--- src/rtl/crc8_frame_receiver_assert.svh ---
// ----------------------------------------------------------------------------
// CRC-8 frame receiver assertion macros
// Shared concurrent checks, clocked on clk and quiet while rst_n is low.
// ----------------------------------------------------------------------------
`ifndef CRC8_FRAME_RECEIVER_ASSERT_SVH
`define CRC8_FRAME_RECEIVER_ASSERT_SVH

// same-cycle implication
`define CRC8FR_ASSERT_IMPLIES(label, ante, cons) \
    label: assert property (@(posedge clk) disable iff (!rst_n) (ante) |-> (cons)) \
        else $error("crc8 frame receiver check failed");

// next-cycle implication
`define CRC8FR_ASSERT_NEXT(label, ante, cons) \
    label: assert property (@(posedge clk) disable iff (!rst_n) (ante) |=> (cons)) \
        else $error("crc8 frame receiver check failed");

`endif

--- src/rtl/crc8fr_pkg.sv ---
// ----------------------------------------------------------------------------
// crc8fr_pkg
// Shared types, constants and the byte-wide CRC-8 step of the frame receiver.
// ----------------------------------------------------------------------------
`default_nettype none

package crc8fr_pkg;

    localparam int CFG_COUNT = 8;
    localparam int CFG_IDX_W = 3;
    localparam int BYTE_W    = 8;
    localparam int WIN_LEN   = 6;
    localparam int SHORT_LEN = 3;
    localparam int KIND_W    = 3;
    localparam int KIND_COUNT = 7;
    localparam int SLOT_W    = 4;
    localparam int RETRY_W   = 4;
    localparam int PAYLOAD_W = 32;

    // frame kinds
    localparam logic [KIND_W-1:0] KIND_FINISH  = 3'd0;
    localparam logic [KIND_W-1:0] KIND_ACK     = 3'd1;
    localparam logic [KIND_W-1:0] KIND_CORRECT = 3'd2;
    localparam logic [KIND_W-1:0] KIND_WRONG   = 3'd3;
    localparam logic [KIND_W-1:0] KIND_ROW     = 3'd4;
    localparam logic [KIND_W-1:0] KIND_COLUMN  = 3'd5;
    localparam logic [KIND_W-1:0] KIND_FAULT   = 3'd6;

    // register indexes
    localparam logic [CFG_IDX_W-1:0] REG_CRC_POLY = 3'd0;
    localparam logic [CFG_IDX_W-1:0] REG_CODE_FIRST = 3'd1;

    localparam logic [BYTE_W-1:0] CFG_RESET [CFG_COUNT] = '{
        8'h07, 8'h01, 8'h02, 8'h03, 8'h04, 8'h05, 8'h06, 8'h07
    };

    typedef struct packed {
        logic take;        // request accepted this cycle
        logic crc_start;
        logic crc_step;
        logic emit;        // load output register
        logic emit_fault;
        logic emit_ok;
    } dp_cmd_t;

    typedef struct packed {
        logic fault;       // last request was a fault header
        logic fail;        // retries exhausted
        logic check;       // window needs a CRC check
        logic crc_last;
        logic crc_match;
        logic out_free;
    } dp_sts_t;

    // eight MSB-first shifts of one byte
    function automatic logic [BYTE_W-1:0] crc8_byte(
        input logic [BYTE_W-1:0] crc_in,
        input logic [BYTE_W-1:0] data,
        input logic [BYTE_W-1:0] poly
    );
        logic [BYTE_W-1:0] c;
        c = crc_in ^ data;
        for (int j = 0; j < BYTE_W; j++) begin
            if (c[BYTE_W-1])
                c = {c[BYTE_W-2:0], 1'b0} ^ poly;
            else
                c = {c[BYTE_W-2:0], 1'b0};
        end
        return c;
    endfunction

endpackage

`default_nettype wire

--- src/rtl/crc8fr_ctrl.sv ---
// ----------------------------------------------------------------------------
// crc8fr_ctrl
// Sequencer: take request, evaluate, CRC over window, compare, load result.
// ----------------------------------------------------------------------------
`default_nettype none

module crc8fr_ctrl (
    input  logic                clk,
    input  logic                rst_n,
    input  logic                in_valid,
    output logic                in_stall,
    input  crc8fr_pkg::dp_sts_t sts,
    output crc8fr_pkg::dp_cmd_t cmd
);
    import crc8fr_pkg::*;

    typedef enum logic [2:0] {
        S_IDLE,
        S_EVAL,
        S_CRC,
        S_CMP,
        S_EMIT
    } state_t;

    state_t state_reg;
    logic   fault_reg;
    logic   ok_reg;

    assign in_stall = (state_reg != S_IDLE);

    always_comb
    begin
        cmd = '0;
        case (state_reg)
            S_IDLE:
            begin
                cmd.take = in_valid;
            end
            S_EVAL:
            begin
                cmd.crc_start = sts.check && !sts.fault && !sts.fail;
            end
            S_CRC:
            begin
                cmd.crc_step = 1'b1;
            end
            S_EMIT:
            begin
                cmd.emit       = sts.out_free;
                cmd.emit_fault = fault_reg;
                cmd.emit_ok    = ok_reg;
            end
            default:
            begin
                cmd = '0;
            end
        endcase
    end

    always_ff @(posedge clk or negedge rst_n)
    begin
        if (!rst_n)
        begin
            state_reg <= S_IDLE;
            fault_reg <= 1'b0;
            ok_reg    <= 1'b0;
        end
        else
        begin
            case (state_reg)
                S_IDLE:
                begin
                    if (in_valid)
                        state_reg <= S_EVAL;
                end
                S_EVAL:
                begin
                    if (sts.fault)
                    begin
                        fault_reg <= 1'b1;
                        ok_reg    <= 1'b0;
                        state_reg <= S_EMIT;
                    end
                    else if (sts.fail)
                    begin
                        fault_reg <= 1'b0;
                        ok_reg    <= 1'b0;
                        state_reg <= S_EMIT;
                    end
                    else if (sts.check)
                        state_reg <= S_CRC;
                    else
                        state_reg <= S_IDLE;
                end
                S_CRC:
                begin
                    if (sts.crc_last)
                        state_reg <= S_CMP;
                end
                S_CMP:
                begin
                    if (sts.crc_match)
                    begin
                        fault_reg <= 1'b0;
                        ok_reg    <= 1'b1;
                        state_reg <= S_EMIT;
                    end
                    else
                        state_reg <= S_IDLE;
                end
                S_EMIT:
                begin
                    if (sts.out_free)
                        state_reg <= S_IDLE;
                end
                default:
                begin
                    state_reg <= S_IDLE;
                end
            endcase
        end
    end

endmodule

`default_nettype wire

--- src/rtl/crc8fr_datapath.sv ---
// ----------------------------------------------------------------------------
// crc8fr_datapath
// Config registers, frame window, counters, byte-wide CRC and output register.
// ----------------------------------------------------------------------------
`default_nettype none
`include "crc8_frame_receiver_assert.svh"

module crc8fr_datapath #(
    parameter int SLOT_COUNT        = 16,
    parameter int SHORT_RETRY_LIMIT = 8,
    parameter int LONG_RETRY_LIMIT  = 8
) (
    input  logic                                 clk,
    input  logic                                 rst_n,
    input  logic                                 cfg_we,
    input  logic [crc8fr_pkg::CFG_IDX_W-1:0]     cfg_index,
    input  logic [crc8fr_pkg::BYTE_W-1:0]        cfg_data,
    input  logic [crc8fr_pkg::BYTE_W-1:0]        rx_byte,
    input  crc8fr_pkg::dp_cmd_t                  cmd,
    output crc8fr_pkg::dp_sts_t                  sts,
    input  logic                                 out_stall,
    output logic                                 out_valid,
    output logic [crc8fr_pkg::KIND_W-1:0]        frame_kind,
    output logic [crc8fr_pkg::PAYLOAD_W-1:0]     payload,
    output logic                                 crc_ok,
    output logic [crc8fr_pkg::SLOT_W-1:0]        slot_index,
    output logic                                 matrix_done
);
    import crc8fr_pkg::*;

    logic [BYTE_W-1:0]    cfg_reg [CFG_COUNT];

    logic                 hunting_reg, hunting_next;
    logic [2:0]           fill_reg, fill_next;
    logic                 long_reg, long_next;
    logic [RETRY_W-1:0]   retry_reg, retry_next;
    logic [KIND_W-1:0]    kind_reg, kind_next;
    logic [SLOT_W-1:0]    row_reg, row_next;
    logic [SLOT_W-1:0]    col_reg, col_next;
    logic                 fault_reg, fault_next;
    logic                 fail_reg, fail_next;
    logic                 check_reg, check_next;
    logic [BYTE_W-1:0]    win_reg [WIN_LEN];
    logic [BYTE_W-1:0]    win_next [WIN_LEN];
    logic [BYTE_W-1:0]    crc_reg, crc_next;
    logic [2:0]           ptr_reg, ptr_next;

    logic                 out_valid_reg, out_valid_next;
    logic [KIND_W-1:0]    out_kind_reg, out_kind_next;
    logic [PAYLOAD_W-1:0] payload_reg, payload_next;
    logic                 ok_reg, ok_next;
    logic [SLOT_W-1:0]    slot_reg, slot_next;
    logic                 done_reg, done_next;

    logic                 code_hit;
    logic [KIND_W-1:0]    code_kind;
    logic [2:0]           len_last;
    logic [RETRY_W-1:0]   retry_sat;
    logic [RETRY_W-1:0]   retry_limit;
    logic                 row_wrap;
    logic                 col_wrap;

    // first matching header code wins
    always_comb
    begin
        code_hit  = 1'b0;
        code_kind = KIND_FINISH;
        for (int k = KIND_COUNT - 1; k >= 0; k--)
        begin
            if (cfg_reg[k + 1] == rx_byte)
            begin
                code_hit  = 1'b1;
                code_kind = KIND_W'(k);
            end
        end
    end

    assign len_last    = long_reg ? 3'(WIN_LEN - 1) : 3'(SHORT_LEN - 1);
    assign retry_sat   = (retry_reg == '1) ? retry_reg : retry_reg + 1'b1;
    assign retry_limit = long_reg ? RETRY_W'(LONG_RETRY_LIMIT) : RETRY_W'(SHORT_RETRY_LIMIT);
    assign row_wrap    = ({1'b0, row_reg} >= (SLOT_W + 1)'(SLOT_COUNT - 1));
    assign col_wrap    = ({1'b0, col_reg} >= (SLOT_W + 1)'(SLOT_COUNT - 1));

    always_comb
    begin
        hunting_next   = hunting_reg;
        fill_next      = fill_reg;
        long_next      = long_reg;
        retry_next     = retry_reg;
        kind_next      = kind_reg;
        row_next       = row_reg;
        col_next       = col_reg;
        fault_next     = fault_reg;
        fail_next      = fail_reg;
        check_next     = check_reg;
        win_next       = win_reg;
        crc_next       = crc_reg;
        ptr_next       = ptr_reg;
        out_valid_next = out_valid_reg;
        out_kind_next  = out_kind_reg;
        payload_next   = payload_reg;
        ok_next        = ok_reg;
        slot_next      = slot_reg;
        done_next      = done_reg;

        if (cmd.take)
        begin
            fault_next = 1'b0;
            fail_next  = 1'b0;
            check_next = 1'b0;
            if (hunting_reg)
            begin
                if (code_hit && code_kind == KIND_FAULT)
                    fault_next = 1'b1;
                else if (code_hit)
                begin
                    win_next[0]  = rx_byte;
                    fill_next    = 3'd1;
                    long_next    = (code_kind >= KIND_ROW);
                    kind_next    = code_kind;
                    retry_next   = '0;
                    hunting_next = 1'b0;
                end
            end
            else if (fill_reg <= len_last)
            begin
                win_next[fill_reg] = rx_byte;
                fill_next          = fill_reg + 3'd1;
                check_next         = (fill_reg == len_last);
            end
            else
            begin
                // slide window by one byte
                for (int i = 0; i < WIN_LEN - 1; i++)
                begin
                    if (3'(i) < len_last)
                        win_next[i] = win_reg[i + 1];
                end
                win_next[len_last] = rx_byte;
                retry_next         = retry_sat;
                fail_next          = (retry_sat >= retry_limit);
                check_next         = (retry_sat < retry_limit);
            end
        end

        if (cmd.crc_start)
        begin
            crc_next = '0;
            ptr_next = 3'd0;
        end
        else if (cmd.crc_step)
        begin
            crc_next = crc8_byte(crc_reg, win_reg[ptr_reg], cfg_reg[REG_CRC_POLY]);
            ptr_next = (ptr_reg == 3'd0) ? 3'd2 : ptr_reg + 3'd1;  // skip CRC byte
        end

        if (cmd.emit)
        begin
            out_valid_next = 1'b1;
            if (cmd.emit_fault)
            begin
                out_kind_next = KIND_FAULT;
                payload_next  = '0;
                ok_next       = 1'b0;
                slot_next     = '0;
                done_next     = 1'b0;
            end
            else
            begin
                out_kind_next = kind_reg;
                if (long_reg)
                    payload_next = {win_reg[5], win_reg[4], win_reg[3], win_reg[2]};
                else
                    payload_next = {(PAYLOAD_W - BYTE_W)'(0), win_reg[2]};
                ok_next   = cmd.emit_ok;
                slot_next = '0;
                done_next = 1'b0;
                if (kind_reg == KIND_ROW)
                begin
                    slot_next = row_reg;
                    row_next  = row_wrap ? '0 : row_reg + 1'b1;
                end
                else if (kind_reg == KIND_COLUMN)
                begin
                    slot_next = col_reg;
                    done_next = col_wrap;
                    col_next  = col_wrap ? '0 : col_reg + 1'b1;
                end
                hunting_next = 1'b1;
                fill_next    = 3'd0;
                retry_next   = '0;
            end
        end
        else if (out_valid_reg && !out_stall)
            out_valid_next = 1'b0;
    end

    always_ff @(posedge clk or negedge rst_n)
    begin
        if (!rst_n)
        begin
            for (int r = 0; r < CFG_COUNT; r++)
                cfg_reg[r] <= CFG_RESET[r];
            hunting_reg   <= 1'b1;
            fill_reg      <= 3'd0;
            long_reg      <= 1'b0;
            retry_reg     <= '0;
            kind_reg      <= KIND_FINISH;
            row_reg       <= '0;
            col_reg       <= '0;
            fault_reg     <= 1'b0;
            fail_reg      <= 1'b0;
            check_reg     <= 1'b0;
            out_valid_reg <= 1'b0;
        end
        else
        begin
            if (cfg_we)
                cfg_reg[cfg_index] <= cfg_data;
            hunting_reg   <= hunting_next;
            fill_reg      <= fill_next;
            long_reg      <= long_next;
            retry_reg     <= retry_next;
            kind_reg      <= kind_next;
            row_reg       <= row_next;
            col_reg       <= col_next;
            fault_reg     <= fault_next;
            fail_reg      <= fail_next;
            check_reg     <= check_next;
            out_valid_reg <= out_valid_next;
        end
    end

    // payload storage, no reset
    always_ff @(posedge clk)
    begin
        win_reg      <= win_next;
        crc_reg      <= crc_next;
        ptr_reg      <= ptr_next;
        out_kind_reg <= out_kind_next;
        payload_reg  <= payload_next;
        ok_reg       <= ok_next;
        slot_reg     <= slot_next;
        done_reg     <= done_next;
    end

    assign sts.fault     = fault_reg;
    assign sts.fail      = fail_reg;
    assign sts.check     = check_reg;
    assign sts.crc_last  = (ptr_reg == len_last);
    assign sts.crc_match = (crc_reg == win_reg[1]);
    assign sts.out_free  = !out_valid_reg || !out_stall;

    assign out_valid   = out_valid_reg;
    assign frame_kind  = out_kind_reg;
    assign payload     = payload_reg;
    assign crc_ok      = ok_reg;
    assign slot_index  = slot_reg;
    assign matrix_done = done_reg;

    `CRC8FR_ASSERT_IMPLIES(a_emit_slot_free, cmd.emit, !(out_valid_reg && out_stall))
    `CRC8FR_ASSERT_IMPLIES(a_frame_has_header, cmd.take && !hunting_reg, fill_reg != 3'd0)
    `CRC8FR_ASSERT_NEXT(a_finish_rehunts, cmd.emit && !cmd.emit_fault, hunting_reg)
    `CRC8FR_ASSERT_IMPLIES(a_crc_inside_frame, cmd.crc_step, !hunting_reg && !cmd.take)

endmodule

`default_nettype wire

--- src/rtl/crc8_frame_receiver.sv ---
// ----------------------------------------------------------------------------
// crc8_frame_receiver
// Header-hunting deframer for 3-byte and 6-byte frames with CRC-8 check.
// ----------------------------------------------------------------------------
// Bytes enter one request at a time on rx_byte. While hunting, bytes that
// match no header code are dropped; a fault header is reported at once.
// A short header opens a 3-byte frame and a data header a 6-byte frame,
// laid out header, CRC, data. The CRC-8 (MSB first, zero start, polynomial
// from crc_poly) runs over header and data bytes. On a mismatch each new
// byte slides the window by one until the CRC matches or the retry limit
// ends the frame with crc_ok low. Each request is taken and evaluated; it
// then returns to idle when it needs no check and reports nothing, loads
// a result when it reports a fault header or a run-out retry count, and
// when a check is due runs one CRC step per covered byte, compares, and
// loads the result on a match. The CRC unit handles one byte per cycle.
// A finished result sits in an output register, so the next request is
// taken while it waits; a later result waits only if that register is still
// stalled. Config registers are to be written by the user through cfg_we/
// cfg_index/cfg_data only while the block is idle; it is not enforced.
`default_nettype none

module crc8_frame_receiver #(
    parameter int SLOT_COUNT        = 16,
    parameter int SHORT_RETRY_LIMIT = 8,
    parameter int LONG_RETRY_LIMIT  = 8
) (
    input  logic         clk,
    input  logic         rst_n,

    // config write port
    input  logic         cfg_we,
    input  logic [2:0]   cfg_index,
    input  logic [7:0]   cfg_data,

    // byte input
    input  logic         in_valid,
    output logic         in_stall,
    input  logic [7:0]   rx_byte,

    // frame results
    output logic         out_valid,
    input  logic         out_stall,
    output logic [2:0]   frame_kind,
    output logic [31:0]  payload,
    output logic         crc_ok,
    output logic [3:0]   slot_index,
    output logic         matrix_done
);
    import crc8fr_pkg::*;

    dp_cmd_t cmd;
    dp_sts_t sts;

    // sequencer
    crc8fr_ctrl u_ctrl (
        .clk      (clk),
        .rst_n    (rst_n),
        .in_valid (in_valid),
        .in_stall (in_stall),
        .sts      (sts),
        .cmd      (cmd)
    );

    // window, counters, CRC unit, output register
    crc8fr_datapath #(
        .SLOT_COUNT        (SLOT_COUNT),
        .SHORT_RETRY_LIMIT (SHORT_RETRY_LIMIT),
        .LONG_RETRY_LIMIT  (LONG_RETRY_LIMIT)
    ) u_datapath (
        .clk         (clk),
        .rst_n       (rst_n),
        .cfg_we      (cfg_we),
        .cfg_index   (cfg_index),
        .cfg_data    (cfg_data),
        .rx_byte     (rx_byte),
        .cmd         (cmd),
        .sts         (sts),
        .out_stall   (out_stall),
        .out_valid   (out_valid),
        .frame_kind  (frame_kind),
        .payload     (payload),
        .crc_ok      (crc_ok),
        .slot_index  (slot_index),
        .matrix_done (matrix_done)
    );

endmodule

`default_nettype wire
--- config.mk ---
export PLATFORM = sky130hd
export DESIGN_NAME = crc8_frame_receiver
export DESIGN_NICKNAME = d
export VERILOG_FILES = /design/src/rtl/crc8fr_pkg.sv /design/src/rtl/crc8fr_ctrl.sv /design/src/rtl/crc8fr_datapath.sv /design/src/rtl/crc8_frame_receiver.sv
export VERILOG_INCLUDE_DIRS = /design/src /design/src/rtl
export SDC_FILE = /design/constraint.sdc
export NUM_CORES = 1
export LEC_CHECK = 0
export BUFFER_PORTS_ARGS = -buffer_cell sky130_fd_sc_hd__buf_2
export CORE_ASPECT_RATIO = 0.75
export CORE_MARGIN = 3
export CORE_UTILIZATION = 53
export CTS_CLUSTER_DIAMETER = 60
export DETAILED_ROUTE_END_ITERATION = 16
export GPL_ROUTABILITY_DRIVEN = 1
export PLACE_DENSITY = 0.71
export REMOVE_ABC_BUFFERS = 1
export SLEW_MARGIN = 30
export SYNTH_ARGS = -nofsm -noshare
export SYNTH_HDL_FRONTEND = slang
export SYNTH_SLANG_ARGS = --single-unit
--- constraint.sdc ---
create_clock -name clk -period 13.19 [get_ports clk]
set_clock_uncertainty 0.1 [all_clocks]
set_input_delay 0 -clock clk [delete_from_list [all_inputs] [get_ports clk]]
set_output_delay 0 -clock clk [all_outputs]
set_load 0.05 [all_outputs]
==> reports/results.txt, run 1 <==
Async SR Flop Fraction: 48.2%
Total routed wirelength: 27200 um
DR vias: 8203
Die X: 172 um
CTS Sinks: 193
WHS Path Cells: 4
Synth Area in Compound Gates: 11.5%
Mapped Area: 10900 um2
Unrepaired setup endpoints after global routing: no
N_diodes: 0
I/O Buffers: 66
Crit start category: register
Met1 wire length: 12900 um
Clk slew on worst S/H paths: 0.07 ns
LEAKAGE: 4.85 nW
Grt total ovfl: 0
Worst Tran Pin Value: 0.911 ns
Slew Limit Fails: 0
Pwr dens: 312 nW/um2
Avg Cell Area, Syn: 10.7 um2
Top sig layer: met4
Crit. path cell count: 15
CTS root buf: clkbuf_16
Largest net degree at the start of global routing: 49
CTS Buf Count: 17
Status: finished clean
Gr usage total: 25.0%
Final Setup Violations: 0
Row Count: 44
Initial DRC Count: 938
CP most frequent cell: nand3_1
Ys flop type: edfxtp_1
Worst path cell trace: mux4_2, a22oi_4, xnor2_2, nand3_1, a31oi_1, a2bb2oi_2, xor2_1, nand3_1, a211oi_2, o2bb2a_4, a21o_1, a311oi_4, o21ai_1, xnor3_1, a22o_1
Residual DRC count: 0
Total negative slack: 0 ns
Worst Reg2Reg Path Length in Cells: 15
Final worst path period need: 5.50 ns
Count of hold-fix buffers inserted at cts: 13
Initial antenna violation count: 0
XOR/XNOR Fraction of Synth Area: 9.56%
H-tree levels: 4
Number of flip-flops in the largest register: 64
Share of post-route cells with drive strength above 1: 21.1%
Worst Setup Path Type: reg2reg
CTS-repair resized insts: 0
Dpl hpwl: 18500 um
Core area: 19800 um2
Post-synthesis cell type count: 89
Number of synthesized flops with an enable pin: 89
Synth Area in Simple Gates: 16.7%
Max-cap violation count: 0
Skew-Pair Late Insertion Delay: 0.44 ns
Vias in the first global route: 7680
Setup Buffers After CTS: 0
Worst path slowest cell: dfxtp_1
I/O pin count: 67
Die Y: 130 um
Clock Tree Buf Depth: 2
Buffer and inverter count on the worst path: 0
Post-synthesis sequential area ratio: 48.0%
Crit path largest cell delay: 0.72 ns
First-pass GRT wire length: 43100 um
Drt wl/cell: 20.4 um
Critical path peak fanout: 18
Critical path required time: 13.42 ns
ANT nets after route: 0
Worst Slack Setup Final: 7.69 ns
Mapped Cells: 1023
Pre-CTS setup slack: 7.79 ns
Synth Register Bits: 193
Critical Path AT: 5.73 ns
Crit share post-route: 41.7%
Total die area: 22400 um2
Max-slew headroom: 38.8%
Peak VDD IR: 213 uV
Filler instances: 1599
Met3 WL: 2200 um
Syn-to-layout area delta: 11.1%
Adder-Cell Fraction of Synth Area: 1.03%
Worst hold-check path type: in2reg
Largest family of logic cells by synthesized area: simple AND/OR/NAND/NOR gates
Max Fclk: 182 MHz
Vias per cell: 6.15
Crit-path leading delay family: compound AO/OA/AOI/OAI gates
Pre-antenna DRT Iters: 7
Cell total after placement: 1288
CTS tree: built
Mux contribution to synthesized area: 10.2%
Synth Warn #: 0
Metal2 WL: 11700 um
Critical Path Sink Type: register
Final cell count without fillers: 1333
Routability cong.: 0.916
Initial Util: 55.3%
Final Hold Fails: 0
Fin nets: 1100
-- cell usage in the layout, fill, tap and decap left out, types with 5 or more instances in the layout --
master         instances
nand2_1              101
edfxtp_1              89
dfrtp_1               77
mux2_2                66
buf_2                 65
xnor2_1               62
nand3_1               61
nor2_1                61
o21ai_0               50
a21oi_1               38
xor2_1                34
and2_1                32
nor2b_1               23
nand4_1               20
mux2i_1               19
clkbuf_16             17
dfstp_2               16
inv_1                 15
nor3_1                13
dlygate4sd3_1         13
dfxtp_1               11
a31oi_1               10
a22o_1                10
ha_1                   9
and3_1                 8
nor4_1                 8
or2_2                  7
buf_4                  7
nand2b_1               6
a211oi_1               5
o211ai_1               5
o21ai_1                5
xnor3_1                5
inv_6                  5
-- stage by stage --
stage,instance area [um2],hold slack [ns],total power [mW],utilization [%]
finish,12100,0.0334,3.78,61.4
global route,12100,0.0417,4.04,61.4
CTS,12100,0.0133,3.75,61.4
detailed placement,11400,-0.228,3.23,57.7
global placement,11400,-0.230,3.20,57.5
floorplan,10700,-0.396,2.77,-
-- synthesized netlist by cell type, types with 5 or more instances --
| master | n | area share (%) |
|---|---|---|
| inv_1 | 16 | 0.55 |
| and2_1 | 33 | 1.9 |
| xnor3_1 | 5 | 1.0 |
| dfrtp_1 | 77 | 18 |
| o21ai_0 | 50 | 2.3 |
| a31oi_1 | 10 | 0.57 |
| nor3_1 | 16 | 0.73 |
| o21ai_1 | 5 | 0.23 |
| xnor2_1 | 62 | 5.0 |
| a211oi_1 | 5 | 0.34 |
| o211ai_1 | 5 | 0.34 |
| a22o_1 | 10 | 0.80 |
| nor4_1 | 8 | 0.46 |
| mux2_2 | 66 | 6.8 |
| dfstp_2 | 16 | 3.8 |
| nor3b_1 | 6 | 0.41 |
| dfxtp_1 | 11 | 2.0 |
| nor2b_1 | 23 | 1.3 |
| nand4_1 | 20 | 1.1 |
| ha_1 | 9 | 1.0 |
| nor2_1 | 62 | 2.1 |
| clkbuf_1 | 51 | 1.8 |
| or2_2 | 7 | 0.40 |
| and3_1 | 8 | 0.46 |
| xor2_1 | 34 | 2.7 |
| nand2_1 | 101 | 3.5 |
| buf_2 | 6 | 0.27 |
| mux2i_1 | 19 | 1.7 |
| a21oi_1 | 38 | 1.7 |
| nand2b_1 | 6 | 0.34 |
| nand3_1 | 61 | 2.8 |
| edfxtp_1 | 89 | 24 |
-- kinds of logic (layout without fill, tap and decap cells) --
group,Yosys count,count (layout)
flops,193,193
simple gates,367,367
fa+ha+maj,9,9
xor+xnor,105,105
mux,93,93
buf+inv,79,136
compound gates,177,177
-- layout make-up --
| type | count | area (um2) | area share (%) |
|---|---|---|---|
| Inverter | 18 | 67.6 | 0.557 |
| Clock buffer | 18 | 439 | 3.62 |
| Multi-Input combinational cell | 751 | 5390 | 44.4 |
| Tap cell | 253 | 317 | 2.61 |
| Sequential cell | 193 | 5240 | 43.2 |
| Clock inverter | 14 | 146 | 1.21 |
| Timing Repair Buffer | 86 | 536 | 4.41 |
-- tightest hold or removal path: cells and delay by family --
| kind | cells | cell delay, ns |
|---|---|---|
| multiplexers | 1 | 0.23 |
| buffers and inverters | 1 | 0.14 |
| AND/OR/NAND/NOR | 2 | 0.16 |
-- final timing paths --
path | start | end | slack [ns]
setup / recovery | u_datapath.ptr_reg[0]$_SDFFE_PP0P_ | u_datapath.crc_reg[4]$_SDFFE_PP0P_ | 7.69
hold / removal | cfg_index[0] | u_datapath.cfg_reg[50]$_DFFE_PN0P_ | 0.03
setup reg to reg | u_datapath.ptr_reg[0]$_SDFFE_PP0P_ | u_datapath.crc_reg[4]$_SDFFE_PP0P_ | 7.69
hold reg to reg | u_datapath.fail_reg$_DFFE_PN0P_ | u_datapath.fail_reg$_DFFE_PN0P_ | 0.41
max in group asynchronous | rst_n | u_datapath.cfg_reg[59]$_DFFE_PN0P_ | 11.49
min in group asynchronous | rst_n | u_datapath.cfg_reg[57]$_DFFE_PN1P_ | 0.50
-- metal layers --
| metal | vias up | GRT usage [%] |
|---|---|---|
| met2 | 344 | 37.1 |
| met4 | 0 | 6.24 |
| met1 | 4026 | 38.0 |
| met3 | 42 | 5.03 |
| li1 | 3791 | - |
| met5 | - | 0 |
-- power by group --
part	internal, mW	switching (mW)
combinational	1.08	1.29
sequential	0.768	0.144
clock	0.257	0.250
Note: power is estimated with default switching activity, not from simulation.
==> inputs of run 2 (changes only) <==
clock period = 5.5 ns   (was 13.19 ns; I/O delays follow)
==> run 2 against run 1 <==
Die area is the same. Sequential share of layout area shrank 0.25 points. Critical endpoint unchanged. Largest cell class unchanged. Total power grew 140%. Sequential cell count is the same. Final cell count grew 0.53%. Highest routed layer unchanged. Maximum frequency grew 8.8%.
==> reports/results.txt, run 2 (same netlist as run 1, synthesis figures left out) <==
Max-slew headroom: 38.8% (about the same)
Reg2reg end: u_datapath.crc_reg[4]$_SDFFE_PP0P_
WHS Path Cells: 4 (unchanged)
Die X: 172 um (unchanged)
Slew Limit Fails: 0 (unchanged)
H-tree levels: 4 (unchanged)
Critical path peak fanout: 14 (-4)
Filler instances: 1585 (-0.88%)
Skew-Pair Late Insertion Delay: 0.44 ns (about the same)
Share of post-route cells with drive strength above 1: 21.4% (+0.32 points)
Hold Path Origin: cfg_index[0]
Total negative slack: 0 ns (unchanged)
Critical R2R Launch: u_datapath.ptr_reg[0]$_SDFFE_PP0P_
Routability cong.: 0.945 (+3.1%)
Peak VDD IR: 563 uV (+160%)
Crit path largest cell delay: 0.53 ns (-0.19 ns)
Reg2Reg Setup Slack: 0.45 ns (-7.24 ns)
Max-cap violation count: 0 (unchanged)
Commonest non-fill, non-tap cells in the layout: nand2_1 (101), edfxtp_1 (89), dfrtp_1 (77)
Dpl hpwl: 18400 um (-0.84%)
Residual DRC count: 0 (unchanged)
First-pass GRT wire length: 43100 um (about the same)
Clock Tree Buf Depth: 2 (unchanged)
CTS tree: built
Initial antenna violation count: 0 (unchanged)
Worst Hold Path EP: u_datapath.cfg_reg[50]$_DFFE_PN0P_
Worst Setup Path Type: reg2reg
CTS Sinks: 193 (unchanged)
Final Hold Fails: 0 (unchanged)
Final Power: 9.22 mW (+140%)
Grt total ovfl: 0 (unchanged)
Worst Reg2Reg Path Length in Cells: 16 (+1)
Final Setup Violations: 0 (unchanged)
Pwr dens: 755 nW/um2 (+140%)
Worst hold-check path type: in2reg
N_diodes: 0 (unchanged)
Unrepaired setup endpoints after global routing: no
Syn-to-layout area delta: 11.8%
Final cell count without fillers: 1340 (+0.53%)
LEAKAGE: 4.89 nW (+0.83%)
Clk slew on worst S/H paths: 0.08 ns (about the same)
Commonest non-fill, non-tap cell in the layout: nand2_1
Critical path required time: 5.73 ns (-7.69 ns)
Cell total after placement: 1295 (+0.54%)
Crit start category: register
CTS Buf Count: 17 (unchanged)
Pre-antenna DRT Iters: 5 (-2)
Crit share post-route: 91.8% (+50 points)
Total die area: 22400 um2 (unchanged)
Row Count: 44 (unchanged)
I/O pin count: 67 (unchanged)
Vias in the first global route: 7607 (-0.95%)
Initial Util: 55.3% (unchanged)
Buffer and inverter count on the worst path: 1 (+1)
Final worst path period need: 5.05 ns (-0.446 ns)
Critical Path AT: 5.29 ns (-0.44 ns)
ANT nets after route: 0 (unchanged)
Initial DRC Count: 932 (-0.64%)
Core area: 19800 um2 (unchanged)
Worst path cell trace: buf_4, mux2i_1, nand4b_1, and4_1, nand3_1, a31o_1, and2_4, a31o_1, o21a_1, nor2_1, o2bb2a_4, nand3_1, a311oi_4, o21ai_1, xnor3_1, a22o_1
Drt wl/cell: 20.4 um (about the same)
Crit-path leading delay family: compound AO/OA/AOI/OAI gates
CTS root buf: clkbuf_16
I/O Buffers: 66 (unchanged)
Finished layout cell area: 12200 um2 (+0.59%)
Total routed wirelength: 27300 um (+0.46%)
Hold_ws: 0.0284 ns (-0.00493 ns)
Number of flip-flops in the largest register: 64 (unchanged)
Largest net degree at the start of global routing: 81 (+65%)
Status: finished clean
Max Fclk: 198 MHz (+8.8%)
Post-Place Cell Area: 11400 um2 (+0.31%)
Critical Path Sink Type: register
Worst Tran Pin Value: 0.906 ns (-0.00511 ns)
Fin nets: 1107 (+0.64%)
Die Y: 130 um (unchanged)
DR vias: 8190 (-0.16%)
Gr usage total: 25.1% (+0.10 points)
Worst path slowest cell: nor2_1
Vias per cell: 6.11 (-0.68%)
## run 2: final cells by class
| cell class | instances | area, um2 | share of cell area, % |
|---|---|---|---|
| Tap cell | 253 | 317 | 2.59 |
| Inverter | 18 | 67.6 | 0.553 |
| Clock inverter | 14 | 184 | 1.51 |
| Timing Repair Buffer | 93 | 572 | 4.68 |
| Sequential cell | 193 | 5240 | 42.9 |
| Clock buffer | 18 | 429 | 3.52 |
| Multi-Input combinational cell | 751 | 5400 | 44.2 |
## run 2: timing repair
item                                   in CTS  in global routing
setup buffers                               0                  0
resized for setup                           0                  1
endpoints found under the hold margin     154                  0
setup endpoints to repair                   0                  4
hold buffers                               13                  0
## run 2: through the flow
stage | util, % | setup WS, ns
2_1_floorplan | - | 0.417
3_3_place_gp | 57.8 | 0.514
3_5_place_dp | 57.9 | 0.416
4_1_cts | 61.7 | 0.404
5_1_grt | 61.8 | 0.125
6_report | 61.8 | 0.449
## run 2: how the worst max path moves through the flow
stage	start	endpoint	slack, ns	cells past startpoint
floorplan	u_datapath.ptr_reg[0]$_SDFFE_PP0P_	u_datapath.crc_reg[4]$_SDFFE_PP0P_	0.42	15
global placement	u_datapath.ptr_reg[2]$_SDFFE_PP0P_	u_datapath.crc_reg[4]$_SDFFE_PP0P_	0.51	15
detailed placement	u_datapath.ptr_reg[2]$_SDFFE_PP0P_	u_datapath.crc_reg[4]$_SDFFE_PP0P_	0.42	15
CTS	u_datapath.ptr_reg[2]$_SDFFE_PP0P_	u_datapath.crc_reg[4]$_SDFFE_PP0P_	0.40	15
global route	u_datapath.ptr_reg[1]$_SDFFE_PP0P_	u_datapath.crc_reg[4]$_SDFFE_PP0P_	0.13	15
finish	u_datapath.ptr_reg[0]$_SDFFE_PP0P_	u_datapath.crc_reg[4]$_SDFFE_PP0P_	0.45	16
## run 2: worst reg2reg max path: stages (launching register included)
cell and delay [ns]:
dfxtp_1 0.43, buf_4 0.25, mux2i_1 0.27, nand4b_1 0.16, and4_1 0.51, nand3_1 0.19
a31o_1 0.27, and2_4 0.20, a31o_1 0.24, o21a_1 0.25, nor2_1 0.53, o2bb2a_4 0.21
nand3_1 0.17, a311oi_4 0.46, o21ai_1 0.10, xnor3_1 0.38, a22o_1 0.23
## run 2: power by group
| group | switching, mW | leakage, nW | internal, mW | total [mW] |
|---|---|---|---|---|
| clock network | 0.618 | 0.299 | 0.660 | 1.28 |
| registers | 0.332 | 2.08 | 1.84 | 2.17 |
| logic | 3.07 | 2.51 | 2.70 | 5.77 |
| total | 4.02 | 4.89 | 5.20 | 9.22 |
## run 2: routing by layer
metal / part of all wire, % / up-vias / wire length, um / track usage (%)
met5: 0 / - / 0 / 0
met4: 1.2 / 0 / 340 / 6.01
met3: 9.0 / 30 / 2470 / 6.21
met2: 43 / 367 / 11800 / 36.2
met1: 46 / 3983 / 12700 / 38.4
li1: - / 3810 / - / -
==> inputs of run 3 (changes only) <==
ABC_AREA = 1   (was unset)
==> run 3 against run 2 <==
Cell area down 2.2%. Final cell count up 21%. Worst hold slack lost 0.010 ns. Largest cell class is now flip-flops and latches. Die area decreased by 2.7%. Core utilization shrank 0.52 points. Maximum frequency rose by 11%. Highest routed layer unchanged. Combinational power shrank 23%.
==> reports/results.txt, run 3 <==
Status: finished clean
Total negative slack: 0 ns (unchanged)
Worst Setup Path Type: reg2reg
Synth Area in Simple Gates: 25.4% (+8.7 points)
Syn-to-layout area delta: 12.5%
Crit share post-route: 82.8% (-9.0 points)
Routability cong.: 0.938 (-0.70%)
Avg Cell Area, Syn: 8.20 um2 (-23%)
Worst path slowest cell: dfxtp_1
Critical path peak fanout: 19 (+5)
Crit path largest cell delay: 0.72 ns (+0.19 ns)
Vias per cell: 5.49 (-10%)
Largest cells by area after synthesis: edfxtp_1 (25%), dfrtp_1 (18%), nand2_1 (12%)
ANT nets after route: 0 (unchanged)
Worst Tran Pin Value: 0.937 ns (+0.0304 ns)
Crit start category: register
Vias in the first global route: 8429 (+11%)
Largest net degree at the start of global routing: 56 (-31%)
Slew Limit Fails: 0 (unchanged)
Commonest cells in the netlist: nand2_1 (345), inv_1 (153), nor2_1 (128)
Skew-Pair Late Insertion Delay: 0.45 ns (about the same)
Max Fclk: 220 MHz (+11%)
Max-cap violation count: 0 (unchanged)
CTS Buf Count: 17 (unchanged)
H-tree levels: 4 (unchanged)
Initial Util: 54.5% (-0.80 points)
Drt wl/cell: 16.6 um (-19%)
Residual DRC count: 0 (unchanged)
CTS Sinks: 193 (unchanged)
Async SR Flop Fraction: 48.2% (unchanged)
Critical Path AT: 4.78 ns (-0.51 ns)
Final Setup Violations: 0 (unchanged)
XOR/XNOR Fraction of Synth Area: 5.02% (-4.5 points)
Mapped Area: 10600 um2 (-2.8%)
Unrepaired setup endpoints after global routing: no
Mapped Cells: 1294 (+26%)
Row Count: 44 (unchanged)
Fin nets: 1392 (+26%)
Core area: 19500 um2 (-1.4%)
Pre-antenna DRT Iters: 5 (unchanged)
Critical path required time: 5.73 ns (about the same)
Final worst path period need: 4.55 ns (-0.498 ns)
Mux contribution to synthesized area: 0.212% (-10 points)
Clk slew on worst S/H paths: 0.08 ns (about the same)
Crit-path leading delay family: simple AND/OR/NAND/NOR gates
Commonest non-fill, non-tap cell in the layout: nand2_1
CTS tree: built
Die X: 169 um (-1.4%)
CTS root buf: clkbuf_16
Share of the synthesized area in the top cell type: 25.2% (+0.71 points)
Initial DRC Count: 907 (-2.7%)
Final Power: 7.93 mW (-14%)
CP most frequent cell: nand2_1
Synth Area in Compound Gates: 11.0% (-0.45 points)
Synth Warn #: 0 (unchanged)
Yosys top cell by area: edfxtp_1
Initial antenna violation count: 0 (unchanged)
Post-synthesis cell type count: 51 (-43%)
I/O pin count: 67 (unchanged)
Number of flip-flops in the largest register: 64 (unchanged)
Adder-Cell Fraction of Synth Area: 1.06% (+0.030 points)
Cell total after placement: 1575 (+22%)
First-pass GRT wire length: 43900 um (+1.9%)
Grt total ovfl: 0 (unchanged)
Clock Tree Buf Depth: 2 (unchanged)
Gr usage total: 25.5% (+0.36 points)
Number of synthesized flops with an enable pin: 89 (unchanged)
Critical Path Sink Type: register
Total die area: 21800 um2 (-2.7%)
Die Y: 129 um (-1.4%)
Hold_ws: 0.0182 ns (-0.0102 ns)
DR vias: 8919 (+8.9%)
Dpl hpwl: 19500 um (+6.0%)
Pwr dens: 664 nW/um2 (-12%)
Ys flop type: edfxtp_1
Final Hold Fails: 0 (unchanged)
LEAKAGE: 5.45 nW (+11%)
N_diodes: 0 (unchanged)
Largest family of logic cells by synthesized area: simple AND/OR/NAND/NOR gates
Most numerous cell in the Yosys netlist: nand2_1
I/O Buffers: 66 (unchanged)
Worst hold-check path type: in2reg
Buffer and inverter count on the worst path: 2 (+1)
Total routed wirelength: 27000 um (-1.2%)
Commonest non-fill, non-tap cells in the layout: nand2_1 (345), inv_1 (153), nor2_1 (127)
Synth Register Bits: 193 (unchanged)
Max-slew headroom: 35.9% (-2.8 points)
Final cell count without fillers: 1625 (+21%)
Share of post-route cells with drive strength above 1: 12.8% (-8.6 points)
Post-synthesis sequential area ratio: 49.4% (+1.4 points)
Peak VDD IR: 388 uV (-31%)
run 3: cell count changes in the layout (fill, tap and decap cells not counted), moves of 21 or more:
cell	delta
and2_1	-33
xnor2_1	-25
o21ai_0	+46
inv_1	+138
a21oi_1	-21
o22ai_1	+27
nor2_1	+66
nand2_1	+244
mux2_2	-64
nor2b_1	-23
run 3: report_power, final:
| part | internal, mW | switching (mW) |
|---|---|---|
| clock | 0.703 | 0.630 |
| sequential | 1.92 | 0.257 |
| combinational | 1.45 | 2.96 |
| total | 4.08 | 3.85 |
run 3: worst reg2reg max path: cells and delay by family (launching register included):
family	cells	cell delay, ns
AND/OR/NAND/NOR	27	3.15
XOR/XNOR	1	0.18
flip-flops	1	0.72
buffers and inverters	2	0.30
run 3: metal layers:
| metal | global-route usage, % | up-vias | part of all wire, % |
|---|---|---|---|
| met5 | 0 | - | 0 |
| met4 | 7.50 | 0 | 1.9 |
| met3 | 3.81 | 46 | 5.6 |
| met2 | 39.2 | 291 | 44 |
| met1 | 37.8 | 4210 | 49 |
| li1 | - | 4372 | - |
run 3: cell families (layout without fill, tap and decap cells):
family	after synthesis	after routing
AND/OR/NAND/NOR	626	626
buffers and inverters	207	285
AO/OA/AOI/OAI	197	197
flip-flops	193	193
XOR/XNOR	60	60
adder cells (fa/ha/maj)	9	9
multiplexers	2	2
run 3: stage by stage:
stage          utilization (%)  cell area (um2)  worst slack, ns
6_report                  61.3            11900            0.946
5_1_grt                   61.3            11900            0.375
4_1_cts                   61.2            11900             1.01
3_5_place_dp              57.0            11100             1.05
3_3_place_gp              57.0            11100             1.25
2_1_floorplan                -            10400             1.18
run 3: cell type report:
| cell class | count | area, um2 |
|---|---|---|
| fill | 1734 | 7550 |
| sequential | 193 | 5240 |
| multi-input combinational | 894 | 4550 |
| timing repair buffer | 94 | 598 |
| inverter | 159 | 597 |
| clock buffer | 17 | 425 |
| tap | 253 | 317 |
| clock inverter | 15 | 206 |
run 3: final timing paths:
| check | start | endpoint | slack, ns | cells past startpoint |
|---|---|---|---|---|
| worst min register to register | u_datapath.cfg_reg[33]$_DFFE_PN1P_ | u_datapath.cfg_reg[33]$_DFFE_PN1P_ | 0.40 | 2 |
| worst min-delay path | rx_byte[2] | u_datapath.win_reg[18]$_DFFE_PP_ | 0.02 | 3 |
| min in group asynchronous | rst_n | u_datapath.cfg_reg[41]$_DFFE_PN1P_ | 0.53 | 3 |
| worst max-delay path | u_datapath.ptr_reg[0]$_SDFFE_PP0P_ | u_datapath.crc_reg[6]$_SDFFE_PP0P_ | 0.95 | 30 |
| max in group asynchronous | rst_n | u_datapath.cfg_reg[60]$_DFFE_PN0P_ | 4.05 | 4 |
| worst max register to register | u_datapath.ptr_reg[0]$_SDFFE_PP0P_ | u_datapath.crc_reg[6]$_SDFFE_PP0P_ | 0.95 | 30 |
run 3: repair_timing:
action | 4_1_cts | 5_1_grt
buffers inserted | 0 | 0
endpoints found under the setup margin | 0 | 0
resized for setup | 0 | 0
endpoints found under the hold margin | 105 | 0
hold buffers | 18 | 0
